**config.mk**
```make
export PLATFORM = sky130hd
export DESIGN_NAME = overwriting_byte_ring_fifo
export DESIGN_NICKNAME = d
export VERILOG_FILES = /design/src/obrf_pkg.sv /design/src/overwriting_byte_ring_fifo.sv
export SDC_FILE = /design/constraint.sdc
export NUM_CORES = 2
export LEC_CHECK = 0
export ABC_CLOCK_PERIOD_IN_PS = 11700
export BUFFER_PORTS_ARGS = -buffer_cell sky130_fd_sc_hd__buf_2
export CAP_MARGIN = 15
export CORE_MARGIN = 3
export CORE_UTILIZATION = 55
export CTS_BUF_LIST = sky130_fd_sc_hd__clkbuf_4 sky130_fd_sc_hd__clkbuf_8
export CTS_CLUSTER_SIZE = 10
export DETAILED_ROUTE_END_ITERATION = 16
export PLACE_DENSITY = 0.71
export SLEW_MARGIN = 20
export SYNTH_ARGS = -nofsm -noshare
export SYNTH_HDL_FRONTEND = slang
export SYNTH_SLANG_ARGS = --single-unit
```
**constraint.sdc**
```tcl
create_clock -name clk -period 11.7 [get_ports clk]
set_input_delay 2.34 -clock clk [delete_from_list [all_inputs] [get_ports clk]]
set_output_delay 2.34 -clock clk [all_outputs]
set_load 0.02 [all_outputs]
```
**src/obrf_pkg.sv**
```systemverilog
`timescale 1ns / 1ps
`default_nettype none
// ----------------------------------------------------------------------------
// Overwriting byte ring FIFO package
// Sizes, field widths, request codes and small helper functions shared by the
// ring FIFO, its checker and the testbench.
// ----------------------------------------------------------------------------
package obrf_pkg;

  localparam int DEPTH     = 256;
  localparam int MAX_BURST = 64;

  localparam int ADDR_W  = (DEPTH > 2) ? $clog2(DEPTH) : 1;
  localparam int REM_W   = $clog2(MAX_BURST + 1);
  localparam int BYTE_W  = 8;
  localparam int BURST_W = 7;
  localparam int LEVEL_W = 8;
  localparam int OVF_W   = 32;

  // Request codes carried on req_type.
  typedef enum logic {
    REQ_WRITE = 1'b0,
    REQ_READ  = 1'b1
  } req_kind_t;

  // Slot index after p, wrapping at the end of the ring.
  function automatic logic [ADDR_W-1:0] next_ptr(input logic [ADDR_W-1:0] p);
    logic [ADDR_W-1:0] r;
    if (p == ADDR_W'(DEPTH - 1)) begin
      r = '0;
    end else begin
      r = p + 1'b1;
    end
    return r;
  endfunction

  // Bytes one read burst takes: the request length saturated to the
  // largest burst, and no more than the bytes held.
  function automatic logic [REM_W-1:0] take_len(input logic [BURST_W-1:0] bl,
                                                input logic [ADDR_W-1:0]  cnt);
    int b;
    int c;
    b = int'(bl);
    c = int'(cnt);
    if (b > MAX_BURST) begin
      b = MAX_BURST;
    end
    if (c < b) begin
      b = c;
    end
    return REM_W'(b);
  endfunction

endpackage
`default_nettype wire

```
**src/overwriting_byte_ring_fifo.sv**
```systemverilog
`timescale 1ns / 1ps
`default_nettype none
// ----------------------------------------------------------------------------
// Overwriting byte ring FIFO
// Ring of DEPTH byte slots in one synchronous memory; writes overwrite the
// oldest byte when full, reads return bursts of bytes with status.
// ----------------------------------------------------------------------------
// The FIFO holds at most DEPTH-1 bytes in a single-port-per-direction memory
// with a registered read. A write request is accepted every cycle while no
// read burst is in flight; when the FIFO is full it drops the oldest byte
// and bumps the 32-bit wrapping overflow counter. A read request for n bytes
// (n is the burst length saturated to MAX_BURST and limited to the fill
// level) issues one memory read per cycle while its results are not
// stalled, so it delivers n results; the next request is taken once the
// last read has been issued and its data has moved into the output
// register. A read with nothing to take gives a single result marked empty
// and last in the cycle after acceptance. The result channel has its own
// output register, so a stalled result blocks writes only while read data
// still waits behind it. Every result carries the fill level and free space
// after that byte was removed and the overflow count. The memory is never
// cleared; only slots inside the filled region are read.
// ----------------------------------------------------------------------------
module overwriting_byte_ring_fifo
  import obrf_pkg::*;
(
  input  wire                clk,
  input  wire                rst,
  input  wire                req_valid,
  output logic               req_stall,
  input  wire                req_type,
  input  wire  [BYTE_W-1:0]  data_byte,
  input  wire  [BURST_W-1:0] burst_length,
  output logic               rsp_valid,
  input  wire                rsp_stall,
  output logic [BYTE_W-1:0]  read_byte,
  output logic               last_of_burst,
  output logic               was_empty,
  output logic [LEVEL_W-1:0] fill_level,
  output logic [LEVEL_W-1:0] space_left,
  output logic [OVF_W-1:0]   overflow_count
);

  typedef enum logic {
    ST_IDLE,
    ST_BURST
  } state_t;

  state_t            state;
  logic [ADDR_W-1:0] head;
  logic [ADDR_W-1:0] tail;
  logic [ADDR_W-1:0] cnt;
  logic [OVF_W-1:0]  dropped;
  logic [REM_W-1:0]  remaining;

  // Read data in flight between the memory and the output register.
  logic              pend;
  logic              pend_last;
  logic [ADDR_W-1:0] pend_fill;
  logic [BYTE_W-1:0] rd_data;

  logic [BYTE_W-1:0] mem [DEPTH];

  logic              req_fire;
  logic              wr_fire;
  logic              rd_fire;
  logic              rsp_free;
  logic              load;
  logic              issue;
  logic [REM_W-1:0]  take;
  logic              full;

  // A read is held back while the output register is stuck, so an empty
  // result always finds room; writes only wait for a burst in flight.
  assign req_stall = (state != ST_IDLE) || pend ||
                     ((req_type != REQ_WRITE) && rsp_valid && rsp_stall);
  assign req_fire  = req_valid && !req_stall;
  assign wr_fire   = req_fire && (req_type == REQ_WRITE);
  assign rd_fire   = req_fire && (req_type != REQ_WRITE);

  assign rsp_free  = !rsp_valid || !rsp_stall;
  assign load      = pend && rsp_free;
  assign issue     = (state == ST_BURST) && (!pend || load);

  assign take      = take_len(burst_length, cnt);
  assign full      = (cnt == ADDR_W'(DEPTH - 1));

  // Byte memory: one write port at the head, one registered read at the tail.
  // Writes happen only in idle and reads only during a burst.
  always_ff @(posedge clk) begin
    if (wr_fire) begin
      mem[head] <= data_byte;
    end
    if (issue) begin
      rd_data <= mem[tail];
    end
  end

  always_ff @(posedge clk) begin
    if (rst) begin
      state     <= ST_IDLE;
      head      <= '0;
      tail      <= '0;
      cnt       <= '0;
      dropped   <= '0;
      remaining <= '0;
      pend      <= 1'b0;
      rsp_valid <= 1'b0;
    end else begin
      // Output register: take read data, load an empty result, or drain.
      if (load) begin
        rsp_valid      <= 1'b1;
        read_byte      <= rd_data;
        last_of_burst  <= pend_last;
        was_empty      <= 1'b0;
        fill_level     <= LEVEL_W'(32'(pend_fill));
        space_left     <= LEVEL_W'(32'(ADDR_W'(DEPTH - 1) - pend_fill));
        overflow_count <= dropped;
      end else if (rd_fire && (take == '0)) begin
        rsp_valid      <= 1'b1;
        read_byte      <= '0;
        last_of_burst  <= 1'b1;
        was_empty      <= 1'b1;
        fill_level     <= LEVEL_W'(32'(cnt));
        space_left     <= LEVEL_W'(32'(ADDR_W'(DEPTH - 1) - cnt));
        overflow_count <= dropped;
      end else if (rsp_valid && !rsp_stall) begin
        rsp_valid <= 1'b0;
      end

      if (issue) begin
        pend <= 1'b1;
      end else if (load) begin
        pend <= 1'b0;
      end

      case (state)
        ST_IDLE: begin
          if (wr_fire) begin
            head <= next_ptr(head);
            if (full) begin
              tail    <= next_ptr(tail);
              dropped <= dropped + 1'b1;
            end else begin
              cnt <= cnt + 1'b1;
            end
          end else if (rd_fire && (take != '0)) begin
            remaining <= take;
            state     <= ST_BURST;
          end
        end
        ST_BURST: begin
          if (issue) begin
            tail      <= next_ptr(tail);
            cnt       <= cnt - 1'b1;
            pend_fill <= cnt - 1'b1;
            pend_last <= (remaining == REM_W'(1));
            remaining <= remaining - 1'b1;
            if (remaining == REM_W'(1)) begin
              state <= ST_IDLE;
            end
          end
        end
        default: begin
          state <= ST_IDLE;
        end
      endcase
    end
  end

endmodule
`default_nettype wire

```
## After elaboration in Yosys (flattened, before gate mapping)

Memories as Yosys holds them, arrays and structs flattened. A register that Yosys moved wholly into a read port is not among the register bits.
Index checks and enable logic that the tools add are counted.

| cells by class | value |
|---|---|
| equal/unequal tests | 10 |
| order comparisons | 2 |
| reduce and logical (&&, ||, !) cells | 30 |
| $add $sub $neg | 8 |
| mux-type cells | 38 |
| bitwise logic cells | 3 |

Operator list:

| cell | count |
|---|---|
| $mux 8 | 14 |
| $mux 32 | 2 |
| $mux 7 | 5 |
| $add 32x1->32 const B | 1 |
| $pmux 8 s2 | 2 |
| $add 8x1->8 const B | 3 |
| $eq 8x8->1 const B | 3 |
| $sub 8x8->8 const A | 2 |
| $reduce_and 3->1 | 5 |
| $pmux 7 s2 | 1 |
| $mux 1 | 13 |
| $logic_and 1x1->1 | 10 |
| $ne 2x2->1 const B | 5 |
| $lt 8x7->1 | 1 |
| $sub 8x1->8 const B | 1 |
| $eq 7x1->1 const B | 1 |
| $gt 7x7->1 const B | 1 |
| $logic_not 7->1 | 1 |
| $reduce_bool 7->1 | 1 |
| $sub 7x1->7 const B | 1 |
| $logic_not 1->1 | 4 |
| $logic_or 1x1->1 | 4 |
| $reduce_and 2->1 | 2 |
| $reduce_bool 2->1 | 2 |
| 4 further kinds | 6 |

| word-level totals | value |
|---|---|
| memories | 1 |
| logic and storage cells | 108 |
| bits in writable memories | 2048 |
| register bits | 133 |

Memory list:

| memory | depth | width | rd ports | clocked after memory_dff | write ports | line | source |
|---|---|---|---|---|---|---|---|
| mem | 256 | 8 | 1 | 1 | 1 | overwriting_byte_ring_fifo.sv:61 | `logic [BYTE_W-1:0] mem [DEPTH];` |

## Longest topological paths before layout

| logic depth | value |
|---|---|
| depth after elaboration | 10 |
| mapped depth | 13 |

## Worst setup path after synthesis

No wires, ideal clock.

| path | value |
|---|---|
| kind | input to register |
| start | in burst_length[6] |
| end | reg fill_level[0], enable pin |
| data arrival time | 6.861 ns |
| path buffers | 0 |
| stages | 9 |
| setup time | 0.493 ns |
| required time | 11.207 ns |
| setup slack | 4.346 ns |
| cells stage by stage | inv_1 nand2_1 ha_1 nor4b_1 o21ai_1 a2111oi_4 mux2i_1 nand2b_1 a21oi_1 |

| between the ends | value |
|---|---|
| cells in the longest elaborated chain, start to end | 8 |

Ends and longest elaborated chain:

| item | line | source |
|---|---|---|
| start: declaration | overwriting_byte_ring_fifo.sv:32 | `input wire [BURST_W-1:0] burst_length,` |
| $gt 7x7->1 | obrf_pkg.sv:45 | `if (b > MAX_BURST) begin` |
| $mux 7 (*) | obrf_pkg.sv:45 |  |
| $lt 8x7->1 | obrf_pkg.sv:48 | `if (c < b) begin` |
| $mux 7 (*) | obrf_pkg.sv:48 |  |
| $logic_not 7->1 (*) | overwriting_byte_ring_fifo.sv:118 | `end else if (rd_fire && (take == '0)) begin` |
| $logic_and 1x1->1 (*) | overwriting_byte_ring_fifo.sv:118 |  |
| $reduce_bool 2->1 (no source line) (*) | -- |  |
| $reduce_and 2->1 (no source line) (*) | -- |  |
| end signal: assignment | overwriting_byte_ring_fifo.sv:115 | `fill_level <= LEVEL_W'(32'(pend_fill));` |
| end signal: assignment | overwriting_byte_ring_fifo.sv:123 | `fill_level <= LEVEL_W'(32'(cnt));` |
| end: declaration | overwriting_byte_ring_fifo.sv:38 | `output logic [LEVEL_W-1:0] fill_level,` |

Every way passes the cells marked *; elsewhere a longest branch is shown, timed or not.
A chain may end at the register's enable or synchronous reset.

==> flow_summary.toml <==
[run_status]
status = "completed"

[worst_setup_path]
slowest_stage = "dfxtp_4"
cp_common_cell = "a211oi_1"
cp-end-kind = "register"
rr_endpoint = "rd_data[1]"
r2r_slack_ns = 6.49
critPathKind = "register to register"
cp_num_cells = 8
critPathCapture = "rd_data[1]"
reg2reg_depth = 8
slowest_delay_ns = 0.95
arrival_ns = 5.94
crit_chain = "buf_4 -> buf_12 -> mux4_2 -> a22o_1 -> a211oi_1 -> a211oi_1 -> o32ai_1 -> a211oi_1"
crit_fanout = 130
cp_top_family = "compound AO/OA/AOI/OAI gates"
crit_required_ns = 12.43
worstSetupStartpoint = "tail[1]"
r2r-start = "tail[1]"
cp-start-kind = "register"
crit_buf_inv = 2

[yosys]
ys.flop_type = "edfxtp_1"
synth.distinct_cells = 80
synth_nets = 4401
syn_inst = 4365
synth_fa_ha_area_frac = 0.00234
yosysTopAreaCell = "edfxtp_1"
synth-seq-area-share = 0.761
synth_top_area_frac = 0.745
synthMuxAreaShare = 0.139
synth_edf_count = 2123
synth-xor-area-share = 0.00450
synth-simple-area-share = 0.0367
synth_compound_area_frac = 0.0385
synth-seq-cells = 2189
async_reset_ff_frac = 0
synth_area_um2 = 85600
synth_top_family_by_area = "multiplexers"
ys_top_cells_by_area = "edfxtp_1 (75%), mux4_2 (11%), mux2i_1 (2.5%), nor2_1 (1.6%), dfxtp_1 (1.5%)"
yosys_warnings = 0
syn_avg_cell_area_um2 = 19.6

[floorplanning]
num_io_pins = 80
start_util = 0.555
die_y_um = 400
die_width_um = 400
rows = 144
die_area_um2 = 160000
fp.coreArea_um2 = 154000

[layout]
layout-drive-gt1-share = 0.238
areaGrowthSynthToFinish_pct = 10.8
fin_util = 0.615
final_cell_mix = "edfxtp_1 (2123), mux4_2 (426), clkbuf_8 (379)"
finalNetCount = 4662
mostFrequentLayoutCell = "edfxtp_1"

[global_route]
grt_pass1_vias = 44600
grt-ovfl-total = 0
grt_max_degree = 151
grt_antenna_before_repair = 18
track_usage = 0.279
grt_pass1_wl_um = 322000

[placed_design]
portBuffers = 79
dp_slack_ns = 5.79
gp_congestion = 0.885
dp_hpwl_um = 131000

[detailed_routing]
first_pass_iters = 6
post_drt_via_cell_ratio = 6.58
drtAntennaViolNets = 0
drc = 0
wirelength_um = 223000
drt_iter0_drc = 7087
wl_per_cell_um = 32.2
via_count = 45600

[clock_tree]
cts_buffer_depth = 4
tritoncts = "built"
ctsHoldBuffers = 0
clk_pin_slew_ns = 0.07
clock_sinks = 2189
cts_resized = 0
cts-buffers-inserted = 350
htreeDepth = 5
cts_root_buffer = "clkbuf_8"
cts_setup_buffers = 0
clk_latency_ns = 1.07

[power_and_ir_drop]
vdd_drop_max_uv = 142
p_leak_nw = 28.7
powerDensity_nw_per_um2 = 174
fin_total_pwr_mw = 16.5

[sta]
worst_pin_slew_ns = 1.18
setup_ws_ns = 6.49
fmax_ghz = 0.192
slew_violations = 0
max_slew_margin = 0.213
setup_viol_count_final = 0
skew_ns = 0.0926
period_share = 0.445
hold_viol = 0
period_minus_slack_ns = 5.21
rsz0062_at_grt = "no"
finalSetupTns_ns = 0

[min_path]
worstHoldStart = "remaining[1]"
hp-class = "register to register"

[flow_run]
drv_cap = 0
-- cell type report --
| class | instances | area, um^2 |
|---|---|---|
| Tap cell | 2044 | 2560 |
| Clock buffer | 454 | 5730 |
| Fill cell | 10700 | 59400 |
| Timing Repair Buffer | 162 | 1220 |
| Antenna cell | 8 | 20.0 |
| Multi-Input combinational cell | 1895 | 19000 |
| Sequential cell | 2189 | 65100 |
| Clock inverter | 153 | 1070 |
| Inverter | 28 | 105 |
-- state kept, by name, indices dropped and copies added, names as in the netlist, 7 cells and up --
register        flops
tail                8
overflow_count     32
mem              2048
pend_fill           8
remaining           7
dropped            32
rd_data             8
fill_level          8
cnt                 8
space_left          8
head                8
read_byte           8
-- kinds of logic (layout without fill, tap and decap cells) --
family | after synthesis | after routing
fa+ha+maj | 16 | 16
xor+xnor | 44 | 44
other cells | 0 | 8
buf+inv | 281 | 797
compound gates | 480 | 480
mux | 653 | 653
simple gates | 702 | 702
flops | 2189 | 2189
-- per-layer routing --
metal	vias up	share of wire	GRT usage
li1	18400	-	-
met5	-	0.00026	0
met3	509	0.13	0.0738
met1	23300	0.38	0.405
met4	12	0.040	0.112
met2	3370	0.45	0.409
-- power breakdown --
group	leakage, nW	internal (mW)	switching [mW]	total (mW)
registers	19.6	8.65	0.0488	8.70
clock network	3.59	3.52	2.93	6.45
logic	5.53	0.533	0.770	1.30
-- stage by stage --
step                instances  hold WS, ns  area (um^2)
floorplan                4365        0.428        85600
global placement         6317        0.446        88000
detailed placement       6317        0.449        88000
CTS                      6924        0.465        94800
global route             6927        0.484        94800
finish                   6933        0.466        94800
-- worst min-delay path by stage --
stage | end | cells past startpoint
after CTS | overflow_count[31] | 0
after floorplan | overflow_count[31] | 0
final | remaining[1] | 2
after global routing | overflow_count[29] | 0
after detailed placement | overflow_count[31] | 0
after global placement | overflow_count[31] | 0
-- cells in the mapped netlist, types with 5 or more instances --
master and instances:
a22o_1 9, ha_1 16, buf_2 64, edfxtp_1 2123, nand2b_1 15, o22ai_1 28, nand2_1 141, a211oi_1 37
mux4_2 426, buf_6 33, xnor2_1 17, nor2_1 358, a22oi_1 89, nand4_1 14, a21oi_1 95, mux2_2 11
a31oi_1 21, a21o_1 7, mux2i_1 215, a221oi_1 23, nor3b_1 5, o21ai_0 69, xor2_1 27, and3_1 22
nor3_1 23, or3_1 16, dfxtp_1 66, nand3_1 50, o31ai_1 7, o211ai_1 10, o221ai_1 31, inv_1 27
nor2b_1 20, clkbuf_1 115, a2111oi_0 6, buf_4 32, and2_1 7, nor4_1 5
-- tightest hold or removal path, cell delays in order (launching register included) --
cell and delay [ns]:
dfxtp_1 0.32, nand2_1 0.05, a21oi_1 0.05
Note: power is estimated with default switching activity, not from simulation.
